`src/rtl/ghpff_pkg.sv`:
```
// ----------------------------------------------------------------------------
// ghpff_pkg
// Shared types, codes and defaults for the generational handle pool.
// ----------------------------------------------------------------------------
`default_nettype none

package ghpff_pkg;

    localparam int GHPFF_SLOT_COUNT  = 64;
    localparam int GHPFF_QUEUE_DEPTH = 16;

    localparam logic [15:0] MAX_SIDE_RESET = 16'd16384;
    localparam logic [31:0] GEN_MAX        = 32'hFFFF_FFFF;

    // Field widths of the stream beats.
    localparam int IN_TDATA_W  = 240;
    localparam int OUT_TDATA_W = 56;

    typedef enum logic [1:0] {
        K_CREATE  = 2'd0,
        K_DESTROY = 2'd1,
        K_COLLECT = 2'd2,
        K_CHECK   = 2'd3
    } t_kind;

    typedef enum logic [2:0] {
        ST_OK            = 3'd0,
        ST_NOT_READY     = 3'd1,
        ST_INVALID       = 3'd2,
        ST_GEN_EXHAUSTED = 3'd3,
        ST_NO_SPACE      = 3'd4,
        ST_NOT_FOUND     = 3'd5,
        ST_BACKEND       = 3'd6
    } t_status;

    localparam logic [2:0] RT_BUFFER   = 3'd1;
    localparam logic [2:0] RT_TEXTURE  = 3'd2;
    localparam logic [2:0] RT_TARGET   = 3'd3;
    localparam logic [2:0] RT_SAMPLER  = 3'd4;
    localparam logic [2:0] RT_PIPELINE = 3'd5;

    localparam logic CFG_DEVICE_READY = 1'b0;
    localparam logic CFG_MAX_SIDE     = 1'b1;

    typedef enum logic [3:0] {
        S_IDLE,
        S_EMIT,
        S_SCAN,
        S_GRD,
        S_GEV,
        S_HRD,
        S_HEV,
        S_QRD,
        S_QEV,
        S_QFIN
    } t_state;

    typedef struct packed {
        logic [4:0]  count;
        logic        alive;
        logic [2:0]  kind;
        logic [31:0] gen;
        logic [5:0]  slot;
        t_status     status;
        logic        last;
    } t_result;

    function automatic t_result mk_result(input t_status st);
        t_result r;
        r        = '0;
        r.status = st;
        r.last   = 1'b1;
        return r;
    endfunction

endpackage

`default_nettype wire

```
`src/rtl/ghpff_ram.sv`:
```
// ----------------------------------------------------------------------------
// ghpff_ram
// Simple dual-port RAM: one write port, one read port with registered data.
// ----------------------------------------------------------------------------
`default_nettype none

module ghpff_ram #(
    parameter int WIDTH = 8,
    parameter int DEPTH = 16,
    parameter int AW    = (DEPTH > 1) ? $clog2(DEPTH) : 1
) (
    input  wire logic             i_clk,
    input  wire logic             i_we,
    input  wire logic [AW-1:0]    i_waddr,
    input  wire logic [WIDTH-1:0] i_wdata,
    input  wire logic [AW-1:0]    i_raddr,
    output logic      [WIDTH-1:0] o_rdata
);

    logic [WIDTH-1:0] r_mem [DEPTH];

    always_ff @(posedge i_clk) begin
        if (i_we) begin
            r_mem[i_waddr] <= i_wdata;
        end
        o_rdata <= r_mem[i_raddr];
    end

endmodule

`default_nettype wire

```
`src/rtl/generational_handle_pool_fenced_free_unit.sv`:
```
// ----------------------------------------------------------------------------
// generational_handle_pool_fenced_free_unit
// Generational handle pool with fence-deferred release of destroyed handles.
// ----------------------------------------------------------------------------
// One command is taken at a time; the input is ready only while the unit is
// idle, and a finished result may wait in the output register while the next
// command is already accepted. A check or destroy makes one read of the
// generation memory. A create scans groups of eight slots, lowest first, for
// a slot in use that is neither alive nor pending; it reuses such a slot
// with a bumped generation after one read of the generation memory, or else
// appends a fresh slot at generation zero. A collect walks the release queue
// through its memory and gives one beat per released handle, or a single
// beat when none is released. Output back-pressure stalls the unit while a
// result waits to be emitted. Slot generations and types live in one memory,
// queued handles and their fences in another; neither needs clearing after
// reset because every entry is written before its contents are used.
`default_nettype none

module generational_handle_pool_fenced_free_unit #(
    parameter int SLOT_COUNT  = ghpff_pkg::GHPFF_SLOT_COUNT,
    parameter int QUEUE_DEPTH = ghpff_pkg::GHPFF_QUEUE_DEPTH
) (
    input  wire logic                               i_clk,
    input  wire logic                               i_rst_n,
    // Configuration write port.
    input  wire logic                               i_cfg_wr_en,
    input  wire logic                               i_cfg_addr,
    input  wire logic [15:0]                        i_cfg_wdata,
    // Command stream.
    input  wire logic                               i_s_tvalid,
    output logic                                    o_s_tready,
    // tdata, from bit 0 up: res_type, buffer_bytes, tex_width, tex_height,
    // backend_ok, handle_slot, handle_gen, handle_kind, retire_fence,
    // completed_fence, zero fill.
    input  wire logic [ghpff_pkg::IN_TDATA_W-1:0]   i_s_tdata,
    // tuser: kind.
    input  wire logic [1:0]                         i_s_tuser,
    // Result stream.
    output logic                                    o_m_tvalid,
    input  wire logic                               i_m_tready,
    // tdata, from bit 0 up: status, out_slot, out_gen, out_kind, alive,
    // released_count, zero fill.
    output logic [ghpff_pkg::OUT_TDATA_W-1:0]       o_m_tdata,
    output logic                                    o_m_tlast
);

    import ghpff_pkg::*;

    localparam int SW   = $clog2(SLOT_COUNT);
    localparam int SU   = $clog2(SLOT_COUNT + 1);
    localparam int GW   = (SW > 3) ? SW - 3 : 1;
    localparam int PW   = GW + 3;
    localparam int PAD  = 1 << PW;
    localparam int QA   = (QUEUE_DEPTH > 1) ? $clog2(QUEUE_DEPTH) : 1;
    localparam int QW1  = $clog2(QUEUE_DEPTH + 1);
    localparam int GEW  = 35;
    localparam int QEW  = SW + 99;

    // Latched command fields.
    logic [2:0]  r_type;
    logic        r_bok;
    logic [5:0]  r_hslot;
    logic [31:0] r_hgen;
    logic [2:0]  r_hkind;
    logic [63:0] r_retire;
    logic [63:0] r_cfence;
    logic        r_is_check;

    // Configuration.
    logic        r_dev_ready;
    logic [15:0] r_max_side;

    // Control state.
    t_state          r_state,      n_state;
    logic [PAD-1:0]  r_alive,      n_alive;
    logic [PAD-1:0]  r_pend,       n_pend;
    logic [SU-1:0]   r_siu,        n_siu;
    logic [QW1-1:0]  r_qcount,     n_qcount;
    logic [QW1-1:0]  r_qi,         n_qi;
    logic [QW1-1:0]  r_kept,       n_kept;
    logic [QW1-1:0]  r_rel,        n_rel;
    logic [GW-1:0]   r_grp,        n_grp;
    logic [SW-1:0]   r_idx,        n_idx;
    logic [SW-1:0]   r_raddr,      n_raddr;
    logic            r_out_valid,  n_out_valid;
    logic            r_hold_valid, n_hold_valid;
    t_result         r_out,        n_out;
    t_result         r_res,        n_res;
    t_result         r_hold,       n_hold;

    // Memory ports.
    logic            g_we;
    logic [SW-1:0]   g_waddr;
    logic [GEW-1:0]  g_wdata;
    logic [GEW-1:0]  g_rdata;
    logic            q_we;
    logic [QA-1:0]   q_waddr;
    logic [QEW-1:0]  q_wdata;
    logic [QEW-1:0]  q_rdata;

    logic s_accept;
    logic out_free;
    logic desc_ok;
    logic [7:0]    grp_free;
    logic [PW-1:0] h_pidx;
    logic          live;
    logic [31:0]   next_start;

    assign s_accept = i_s_tvalid && o_s_tready;
    assign out_free = !r_out_valid || i_m_tready;
    assign h_pidx   = PW'(r_hslot);

    ghpff_ram #(.WIDTH(GEW), .DEPTH(SLOT_COUNT), .AW(SW)) u_gen_ram (
        .i_clk   (i_clk),
        .i_we    (g_we),
        .i_waddr (g_waddr),
        .i_wdata (g_wdata),
        .i_raddr (r_raddr),
        .o_rdata (g_rdata)
    );

    ghpff_ram #(.WIDTH(QEW), .DEPTH(QUEUE_DEPTH), .AW(QA)) u_queue_ram (
        .i_clk   (i_clk),
        .i_we    (q_we),
        .i_waddr (q_waddr),
        .i_wdata (q_wdata),
        .i_raddr (r_qi[QA-1:0]),
        .o_rdata (q_rdata)
    );

    // Descriptor check on the incoming beat.
    always_comb begin
        logic [2:0]  ty;
        logic [15:0] tw;
        logic [15:0] th;
        ty = i_s_tdata[2:0];
        tw = i_s_tdata[50:35];
        th = i_s_tdata[66:51];
        unique case (ty)
            RT_BUFFER:   desc_ok = (i_s_tdata[34:3] != 32'd0);
            RT_TEXTURE,
            RT_TARGET:   desc_ok = (tw != 16'd0) && (tw <= r_max_side) &&
                                   (th != 16'd0) && (th <= r_max_side);
            RT_SAMPLER,
            RT_PIPELINE: desc_ok = 1'b1;
            default:     desc_ok = 1'b0;
        endcase
    end

    // Free-slot flags for the eight slots of the current scan group.
    always_comb begin
        logic [PW-1:0] pi;
        for (int j = 0; j < 8; j++) begin
            pi          = {r_grp, 3'(j)};
            grp_free[j] = (32'(pi) < 32'(r_siu)) && !r_alive[pi] && !r_pend[pi];
        end
        next_start = 32'({r_grp, 3'b000}) + 32'd8;
    end

    // Liveness of the latched handle against the generation memory output.
    assign live = (r_hkind != 3'd0) && (32'(r_hslot) < 32'(r_siu)) &&
                  r_alive[h_pidx] && (g_rdata[31:0] == r_hgen) &&
                  (g_rdata[34:32] == r_hkind);

    always_comb begin
        logic [2:0]     fnd_j;
        logic           fnd;
        logic [PW-1:0]  ai;
        logic [PW-1:0]  qs;
        logic [31:0]    ngen;
        t_result        rr;

        n_state      = r_state;
        n_alive      = r_alive;
        n_pend       = r_pend;
        n_siu        = r_siu;
        n_qcount     = r_qcount;
        n_qi         = r_qi;
        n_kept       = r_kept;
        n_rel        = r_rel;
        n_grp        = r_grp;
        n_idx        = r_idx;
        n_raddr      = r_raddr;
        n_hold       = r_hold;
        n_hold_valid = r_hold_valid;
        n_res        = r_res;
        n_out        = r_out;
        n_out_valid  = r_out_valid && !i_m_tready;
        g_we         = 1'b0;
        g_waddr      = r_idx;
        g_wdata      = {r_type, 32'd0};
        q_we         = 1'b0;
        q_waddr      = r_qcount[QA-1:0];
        q_wdata      = {SW'(r_hslot), r_hgen, r_hkind, r_retire};
        fnd          = 1'b0;
        fnd_j        = 3'd0;
        ai           = {r_grp, 3'b000};
        qs           = PW'(q_rdata[QEW-1:99]);
        ngen         = g_rdata[31:0] + 32'd1;
        rr           = '0;
        o_s_tready   = (r_state == S_IDLE);

        unique case (r_state)
            S_IDLE: begin
                if (i_s_tvalid) begin
                    n_raddr = SW'(i_s_tdata[73:68]);
                    unique case (t_kind'(i_s_tuser))
                        K_CREATE: begin
                            n_grp = '0;
                            if (!r_dev_ready) begin
                                n_res   = mk_result(ST_NOT_READY);
                                n_state = S_EMIT;
                            end else if (!desc_ok) begin
                                n_res   = mk_result(ST_INVALID);
                                n_state = S_EMIT;
                            end else begin
                                n_state = S_SCAN;
                            end
                        end
                        K_DESTROY, K_CHECK: begin
                            if (!r_dev_ready && (t_kind'(i_s_tuser) == K_DESTROY)) begin
                                n_res   = mk_result(ST_NOT_READY);
                                n_state = S_EMIT;
                            end else begin
                                n_state = S_HRD;
                            end
                        end
                        K_COLLECT: begin
                            n_qi         = '0;
                            n_kept       = '0;
                            n_rel        = '0;
                            n_hold_valid = 1'b0;
                            if (!r_dev_ready) begin
                                n_res   = mk_result(ST_NOT_READY);
                                n_state = S_EMIT;
                            end else if (r_qcount == '0) begin
                                n_res   = mk_result(ST_OK);
                                n_state = S_EMIT;
                            end else begin
                                n_state = S_QRD;
                            end
                        end
                        default: n_state = S_IDLE;
                    endcase
                end
            end

            S_EMIT: begin
                if (out_free) begin
                    n_out       = r_res;
                    n_out_valid = 1'b1;
                    n_state     = S_IDLE;
                end
            end

            // Scan eight slots a cycle for the lowest free one.
            S_SCAN: begin
                for (int j = 7; j >= 0; j--) begin
                    if (grp_free[j]) begin
                        fnd   = 1'b1;
                        fnd_j = 3'(j);
                    end
                end
                if (fnd) begin
                    n_idx   = SW'({r_grp, fnd_j});
                    n_raddr = SW'({r_grp, fnd_j});
                    n_state = S_GRD;
                end else if (next_start < 32'(r_siu)) begin
                    n_grp = r_grp + GW'(1);
                end else if (32'(r_siu) >= 32'(SLOT_COUNT)) begin
                    n_res   = mk_result(ST_NO_SPACE);
                    n_state = S_EMIT;
                end else begin
                    // Append a fresh slot at generation zero.
                    ai          = PW'(r_siu);
                    g_we        = 1'b1;
                    g_waddr     = SW'(r_siu);
                    g_wdata     = {r_type, 32'd0};
                    n_siu       = r_siu + SU'(1);
                    n_pend[ai]  = 1'b0;
                    n_alive[ai] = r_bok;
                    if (r_bok) begin
                        rr        = mk_result(ST_OK);
                        rr.slot   = 6'(r_siu);
                        rr.kind   = r_type;
                        n_res     = rr;
                    end else begin
                        n_res = mk_result(ST_BACKEND);
                    end
                    n_state = S_EMIT;
                end
            end

            S_GRD: n_state = S_GEV;

            // Reuse the found slot with a bumped generation, unless its generation is exhausted.
            S_GEV: begin
                ai = PW'(r_idx);
                if (g_rdata[31:0] == GEN_MAX) begin
                    n_res = mk_result(ST_GEN_EXHAUSTED);
                end else begin
                    g_we        = 1'b1;
                    g_waddr     = r_idx;
                    g_wdata     = {r_type, ngen};
                    n_alive[ai] = r_bok;
                    if (r_bok) begin
                        rr      = mk_result(ST_OK);
                        rr.slot = 6'(r_idx);
                        rr.gen  = ngen;
                        rr.kind = r_type;
                        n_res   = rr;
                    end else begin
                        n_res = mk_result(ST_BACKEND);
                    end
                end
                n_state = S_EMIT;
            end

            S_HRD: n_state = S_HEV;

            S_HEV: begin
                if (r_is_check) begin
                    rr       = mk_result(ST_OK);
                    rr.alive = live;
                    n_res    = rr;
                end else if (!live) begin
                    n_res = mk_result(ST_NOT_FOUND);
                end else if (32'(r_qcount) >= 32'(QUEUE_DEPTH)) begin
                    n_res = mk_result(ST_NO_SPACE);
                end else begin
                    n_alive[h_pidx] = 1'b0;
                    n_pend[h_pidx]  = 1'b1;
                    q_we            = 1'b1;
                    n_qcount        = r_qcount + QW1'(1);
                    n_res           = mk_result(ST_OK);
                end
                n_state = S_EMIT;
            end

            S_QRD: n_state = S_QEV;

            // Release or compact one queue entry.
            S_QEV: begin
                if (q_rdata[63:0] <= r_cfence) begin
                    if (!r_hold_valid || out_free) begin
                        if (r_hold_valid) begin
                            n_out       = r_hold;
                            n_out_valid = 1'b1;
                        end
                        rr           = '0;
                        rr.status    = ST_OK;
                        rr.slot      = 6'(q_rdata[QEW-1:99]);
                        rr.gen       = q_rdata[98:67];
                        rr.kind      = q_rdata[66:64];
                        n_hold       = rr;
                        n_hold_valid = 1'b1;
                        n_rel        = r_rel + QW1'(1);
                        n_pend[qs]   = 1'b0;
                        n_qi         = r_qi + QW1'(1);
                        n_state      = (r_qi + QW1'(1) == r_qcount) ? S_QFIN : S_QRD;
                    end
                end else begin
                    q_we    = 1'b1;
                    q_waddr = r_kept[QA-1:0];
                    q_wdata = q_rdata;
                    n_kept  = r_kept + QW1'(1);
                    n_qi    = r_qi + QW1'(1);
                    n_state = (r_qi + QW1'(1) == r_qcount) ? S_QFIN : S_QRD;
                end
            end

            S_QFIN: begin
                n_qcount = r_kept;
                if (out_free) begin
                    if (r_hold_valid) begin
                        rr       = r_hold;
                        rr.last  = 1'b1;
                        rr.count = 5'(r_rel);
                        n_out    = rr;
                    end else begin
                        n_out = mk_result(ST_OK);
                    end
                    n_out_valid  = 1'b1;
                    n_hold_valid = 1'b0;
                    n_state      = S_IDLE;
                end
            end

            default: n_state = S_IDLE;
        endcase
    end

    always_ff @(posedge i_clk) begin
        if (!i_rst_n) begin
            r_state      <= S_IDLE;
            r_alive      <= '0;
            r_pend       <= '0;
            r_siu        <= '0;
            r_qcount     <= '0;
            r_qi         <= '0;
            r_kept       <= '0;
            r_rel        <= '0;
            r_grp        <= '0;
            r_out_valid  <= 1'b0;
            r_hold_valid <= 1'b0;
            r_dev_ready  <= 1'b0;
            r_max_side   <= MAX_SIDE_RESET;
        end else begin
            r_state      <= n_state;
            r_alive      <= n_alive;
            r_pend       <= n_pend;
            r_siu        <= n_siu;
            r_qcount     <= n_qcount;
            r_qi         <= n_qi;
            r_kept       <= n_kept;
            r_rel        <= n_rel;
            r_grp        <= n_grp;
            r_out_valid  <= n_out_valid;
            r_hold_valid <= n_hold_valid;
            if (i_cfg_wr_en) begin
                unique case (i_cfg_addr)
                    CFG_DEVICE_READY: r_dev_ready <= i_cfg_wdata[0];
                    CFG_MAX_SIDE:     r_max_side  <= i_cfg_wdata;
                    default:          r_dev_ready <= r_dev_ready;
                endcase
            end
        end
    end

    // Payload registers.
    always_ff @(posedge i_clk) begin
        r_idx   <= n_idx;
        r_raddr <= n_raddr;
        r_res   <= n_res;
        r_out   <= n_out;
        r_hold  <= n_hold;
        if (s_accept) begin
            r_type     <= i_s_tdata[2:0];
            r_bok      <= i_s_tdata[67];
            r_hslot    <= i_s_tdata[73:68];
            r_hgen     <= i_s_tdata[105:74];
            r_hkind    <= i_s_tdata[108:106];
            r_retire   <= i_s_tdata[172:109];
            r_cfence   <= i_s_tdata[236:173];
            r_is_check <= (t_kind'(i_s_tuser) == K_CHECK);
        end
    end

    assign o_m_tvalid = r_out_valid;
    assign o_m_tlast  = r_out.last;
    assign o_m_tdata  = {6'd0, r_out.count, r_out.alive, r_out.kind, r_out.gen,
                         r_out.slot, r_out.status};

endmodule

`default_nettype wire

```
`config.mk`:
```
export PLATFORM = sky130hd
export DESIGN_NAME = generational_handle_pool_fenced_free_unit
export DESIGN_NICKNAME = d
export VERILOG_FILES = /design/src/rtl/ghpff_pkg.sv /design/src/rtl/ghpff_ram.sv /design/src/rtl/generational_handle_pool_fenced_free_unit.sv
export SDC_FILE = /design/constraint.sdc
export NUM_CORES = 2
export LEC_CHECK = 0
export BUFFER_PORTS_ARGS = -buffer_cell sky130_fd_sc_hd__buf_2
export CAP_MARGIN = 15
export CORE_AREA = 2 2 497 993
export DETAILED_ROUTE_END_ITERATION = 12
export DIE_AREA = 0 0 499 995
export PLACE_DENSITY = 0.61
export SYNTH_ARGS = -nofsm -noshare
export SYNTH_HDL_FRONTEND = slang
export SYNTH_HIERARCHICAL = 1
export SYNTH_SLANG_ARGS = --single-unit
```
`constraint.sdc`:
```
create_clock -name i_clk -period 27.4 [get_ports i_clk]
set_clock_uncertainty 0.2 [all_clocks]
set_input_delay 2.74 -clock i_clk [delete_from_list [all_inputs] [get_ports i_clk]]
set_output_delay 2.74 -clock i_clk [all_outputs]
set_load 0.03 [all_outputs]
```
* Yosys cells after proc, flatten, opt, wreduce, memory -nomap -nowiden *
Memory sizes are Yosys's and may differ from the RTL's. A register that Yosys moved wholly into a read port is not among the register bits.
Index checks and enable logic that the tools add are counted.

cells by class
  magnitude comparators = 31
  bitwise operators = 11
  reductions and logical operators = 89
  equality and inequality tests = 45
  add/subtract/negate cells = 8
  muxes and demuxes = 174

operators with widths
  kind                                                                   count
  64-bit 2-to-1 mux                                                      15
  51-bit 2-to-1 mux                                                      14
  64-bit case mux with 3 select lines                                    2
  51-bit case mux with 3 select lines                                    2
  105-bit 2-to-1 mux                                                     2
  51-bit case mux with 4 select lines                                    1
  64-bit bitwise AND                                                     3
  64-bit NOT                                                             3
  45-bit 2-to-1 mux                                                      4
  64-bit bitwise mux                                                     2
  6-bit by 7-bit < comparator with 1-bit output (second input constant)  12
  64-bit <= comparator                                                   1
  32-bit 2-to-1 mux                                                      2
  64-bit OR                                                              1
  6-bit by 7-bit < comparator with 1-bit output                          9
  1-bit 2-to-1 mux                                                       51
  5-bit 2-to-1 mux                                                       10
  1-bit binary-select mux with 3-bit select                              16
  46-bit 2-to-1 mux                                                      1
  3-bit 2-to-1 mux                                                       15
  4-bit 2-to-1 mux                                                       11
  5-bit case mux with 2 select lines                                     4
  6-bit 2-to-1 mux                                                       6
  32-bit by 1-bit adder with 32-bit output (second input constant)       1
  other kinds (56)                                                       170

storage, ports and cells
  input bits = 264
  flip-flop bits (word level) = 510
  memories = 2
  RAM bits = 3920
  word-level logic and storage cells = 400

memory list
  name               depth  width  rd ports  clocked after memory_dff  write ports  RTL line         source
  u_gen_ram.r_mem    64     35     1         1                         1            ghpff_ram.sv:20  logic [WIDTH-1:0] r_mem [DEPTH];
  u_queue_ram.r_mem  16     105    1         1                         1            ghpff_ram.sv:20

* Longest topological paths before layout *
  depth in word-level cells = 18
  gate-level depth with buffers = 19
  mapped depth without buffers = 15

* By module *
Netlist, hierarchy kept.

by module, submodules not included
  module                                     times used  area an instance (µm²)  cells an instance  sequential area each (µm²)
  ghpff_ram (u_gen_ram)                      1           86261.5                 3846               67965.2
  ghpff_ram (u_queue_ram)                    1           64932.3                 2688               52550.4
  generational_handle_pool_fenced_free_unit  1           29211.8                 3347               13322.8

* Worst setup path before layout *
Ideal clock, no wire load.

  path kind = register to register
  from = register r_cfence[62]
  to = memory u_queue_ram/r_mem[0][0] in the netlist's numbering, enable pin
  clock period less this slack = 11343 ps
  buffers on the path = 3
  required time = 26503 ps
  arrival = 10446 ps
  path slack = 16057 ps
  cell stages (with the launch flop) = 14
  cells stage by stage = edfxtp_1 > inv_1 > ha_1 > nand4_1 > or4_1 > nor4_1 > o41ai_1 > and3_1 > nor3_1 > buf_2 > buf_1 > clkbuf_1 > o21ai_0 > nor3_1

between the ends
  elaborated cells between the ends (all ways) = 7
  those cells by class = order compare (1); mux (6)

RTL lines
  what                      RTL line                                          source
  start: declaration        generational_handle_pool_fenced_free_unit.sv:66   logic [63:0] r_cfence;
  start signal: assignment  generational_handle_pool_fenced_free_unit.sv:444  r_cfence <= i_s_tdata[236:173];
  64-bit <= comparator      generational_handle_pool_fenced_free_unit.sv:344  if (q_rdata[63:0] <= r_cfence) begin
  4-bit 2-to-1 mux          generational_handle_pool_fenced_free_unit.sv:344
  4-bit 2-to-1 mux          generational_handle_pool_fenced_free_unit.sv:203  unique case (r_state)
  via q_waddr[0]            generational_handle_pool_fenced_free_unit.sv:97   logic [QA-1:0] q_waddr;
  end: declaration          ghpff_ram.sv:20

The timed path passes the listed nets, and every way through them passes these cells.

* Worst setup path in the final report *
  from = register u_queue_ram.o_rdata[47] (read register of u_queue_ram.r_mem)
  to = memory u_queue_ram/r_mem[6][85] in the netlist's numbering, enable pin

between the ends
  elaborated cells between the ends (all ways) = 7
  those cells by class = order compare (1); mux (6)

RTL lines
  what                  RTL line                                          source
  start: declaration    ghpff_ram.sv:17                                   output logic [WIDTH-1:0] o_rdata
  64-bit <= comparator  generational_handle_pool_fenced_free_unit.sv:344
  4-bit 2-to-1 mux      generational_handle_pool_fenced_free_unit.sv:344
  4-bit 2-to-1 mux      generational_handle_pool_fenced_free_unit.sv:203
  via q_waddr[0]        generational_handle_pool_fenced_free_unit.sv:97

The timed path passes the listed nets, and every way through them passes these cells.

==> results.yml <==
final_layout:
  ff_latch_area_um2: 133800
  drive_gt1_frac: 0.2226
  area_delta_synth_final_pct: 13.21
  layout.nets: 10690
  multi_input_comb_area_um2: 44250
  nFillCells: 42580
logic_synthesis:
  synth-seq-cells: 4564
  synth_edf_count: 4243
  syn_inst: 9881
  synth_most_common_cell: "edfxtp_1"
  synth_seq_area_share: 0.7419
  synthArstFlopShare: 0
  syn_area_per_cell_um2: 18.26
  synth_area_leaders: "edfxtp_1, mux4_2, dfxtp_1"
  yosysTopAreaCellShare: 0.7063
  ys.flop_type: "edfxtp_1"
  synth_area_um2: 180400
  synth_cell_types: 90
  synth_common_cells: "edfxtp_1, mux4_2, nand2_1"
  yosysTopAreaCell: "edfxtp_1"
  ys_warn_count: 6
placed_design:
  io_buffers: 313
  routabilityCongestion: 0.9329
  pre_cts_ws_ns: 18.25
  dp_hpwl_um: 280400
grt:
  antenna_found_initial: 45
  grt_usage: 0.1984
  grt.met2_usage: 0.3183
  grt_max_degree: 106
  top_usage_layer: "met2"
  grtUsageMet1: 0.2693
  grt_pass1_wl_um: 717100
  grt-ovfl-total: 0
  grt_use_met3: 0.04270
  grt_pass1_vias: 98380
timing:
  rsz0062_at_grt: "no"
  slew_violations: 0
  setup_ws_ns: 18.39
  worstMarginPinSlew_ns: 1.249
  fmax_ghz: 0.1109
  timing.final.crit_share: 0.3290
  hold_viol_final: 0
  finalCriticalPeriod_ns: 9.015
  setup_viol: 0
  setup_tns_ns: 0
  maxSlewHeadroom: 0.1671
clock_network:
  post_cts_buffers: 0
  cts.clk_slew.worst_paths_ns: 0.07
  cts_resized: 0
  cts.sinks: 4564
  htree_num_levels: 5
  holdBufCountCts: 0
  cts_inserted_buffers: 422
  cts_tree: "yes"
  root_buffer: "clkbuf_16"
  clk_latency_ns: 1.00
  clock_path_buffers: 4
die:
  dieArea_um2: 496500
  die_x_um: 499
  pin_count: 323
  core_area_um2: 489600
  num_rows: 364
  die_h_um: 995
  start_util: 0.3685
setup_path:
  endpoint_kind: "flip-flop"
  worstSetupStartpointType: "flip-flop"
  cp.arrival_ns: 9.36
  worst-path-max-fanout: 49
  criticalPathCategory: "reg2reg"
  cp.required_ns: 27.75
detailed_routing:
  avgViaCountPerCell: 5.814
  wl_per_cell_um: 29.67
  antenna_left: 0
  vias: 99340
  drc: 0
  drt_pass1_iterations: 8
  wirelength_um: 507100
  drt_iter0_markers: 12430
run:
  cap_violations: 0
worst_hold_path:
  hold_class: "reg2reg"
power:
  power_density_nw_per_um2: 72.25
  ir_drop_mv: 0.07719
  p_leak_nw: 64.10
  p_total_mw: 14.76
outcome:
  status: "completed"
kinds of logic after synthesis:
| group | count (synthesis) | synth area share |
|---|---|---|
| AND/OR/NAND/NOR | 1761 | 0.04456 |
| buffers and inverters | 716 | 0.01875 |
| other | 1 | 0.00002079 |
| adder cells (fa/ha/maj) | 118 | 0.008184 |
| multiplexers | 1161 | 0.1280 |
| flip-flops | 4564 | 0.7419 |
| XOR/XNOR | 79 | 0.003835 |
| AO/OA/AOI/OAI | 1481 | 0.05479 |
placed cells by master, fill, tap and decap left out, types with 47 or more instances in the layout:
cell type	count
a211oi_1	63
a21oi_1	298
a22oi_1	282
a311oi_1	52
a31oi_1	47
buf_2	314
buf_4	260
clkbuf_1	92
clkbuf_16	429
clkinv_1	80
clkinv_2	71
dfxtp_1	318
edfxtp_1	4243
ha_1	118
inv_1	113
mux2_2	66
mux2i_1	185
mux4_2	910
nand2_1	689
nand3_1	134
nand4_1	94
nor2_1	297
nor2_4	110
nor3_1	135
o21ai_0	285
o221ai_1	48
o22ai_1	128
xor2_1	56
flip-flops by register name (all words and copies together) (netlist names), 45 cells and up, named ones only:
signal and cells:
o_m_tdata 50, r_cfence 64, r_pend 64, r_res 45, r_retire 64, u_gen_ram/r_mem 2240, u_queue_ram/o_rdata 105, u_queue_ram/r_mem 1680
layout make-up:
| class | count | area share |
|---|---|---|
| well taps | 6405 | 0.03924 |
| clock buffers | 544 | 0.05580 |
| repair buffers | 593 | 0.01884 |
| flip-flops and latches | 4564 | 0.6554 |
| multi-input cells | 4606 | 0.2166 |
| diodes | 23 | 0.0002818 |
| inverters | 120 | 0.002248 |
| clock inverters | 233 | 0.01158 |
worst max-delay path: stages, from the launching register on:
cell and delay, ns:
dfxtp_1 0.36, ha_1 0.43, nand4_1 0.30, nor4b_1 0.96
nand3_1 0.56, nor4_1 0.31, o41ai_1 0.24, and3_1 0.49
nor3_2 0.70, buf_4 0.77, o21ai_0 0.26, buf_4 0.24
nand2b_1 0.33, nor2_4 0.14, buf_4 0.53, buf_4 0.87
buf_4 0.82
routing by layer:
layer,part of all wire,vias to the layer above
li1,-,41050
met5,0.00038,-
met3,0.095,957
met1,0.40,52160
met4,0.034,10
met2,0.47,5174
per-stage QoR:
stage / util / instance area [um^2] / hold WS, ns / std cells
global route: 0.4170 / 204200 / 0.1974 / 17070
global placement: 0.3888 / 190400 / 0.2182 / 16280
floorplan: - / 180400 / 0.2064 / 9886
CTS: 0.4169 / 204100 / 0.1737 / 17060
detailed placement: 0.3888 / 190400 / 0.2161 / 16280
finish: 0.4172 / 204200 / 0.1731 / 17090
worst paths after layout:
check	endpoint	slack (ns)	depth (start not counted)	start
max	u_queue_ram/r_mem[6][85]$_DFFE_PP_	18.39	16	u_queue_ram/o_rdata[47]$_DFF_P_
min	r_hold[22]$_DFFE_PP_	0.17	0	u_queue_ram/o_rdata[79]$_DFF_P_
max reg2reg	u_queue_ram/r_mem[6][85]$_DFFE_PP_	18.39	16	u_queue_ram/o_rdata[47]$_DFF_P_
min reg2reg	r_hold[22]$_DFFE_PP_	0.17	0	u_queue_ram/o_rdata[79]$_DFF_P_
where the power goes:
| part | switching (mW) | internal (mW) | leakage, nW |
|---|---|---|---|
| sequential | 0.0773 | 7.75 | 41.0 |
| clock | 2.58 | 3.32 | 6.71 |
| combinational | 0.718 | 0.316 | 16.4 |
(Power assumes the default switching activity.)
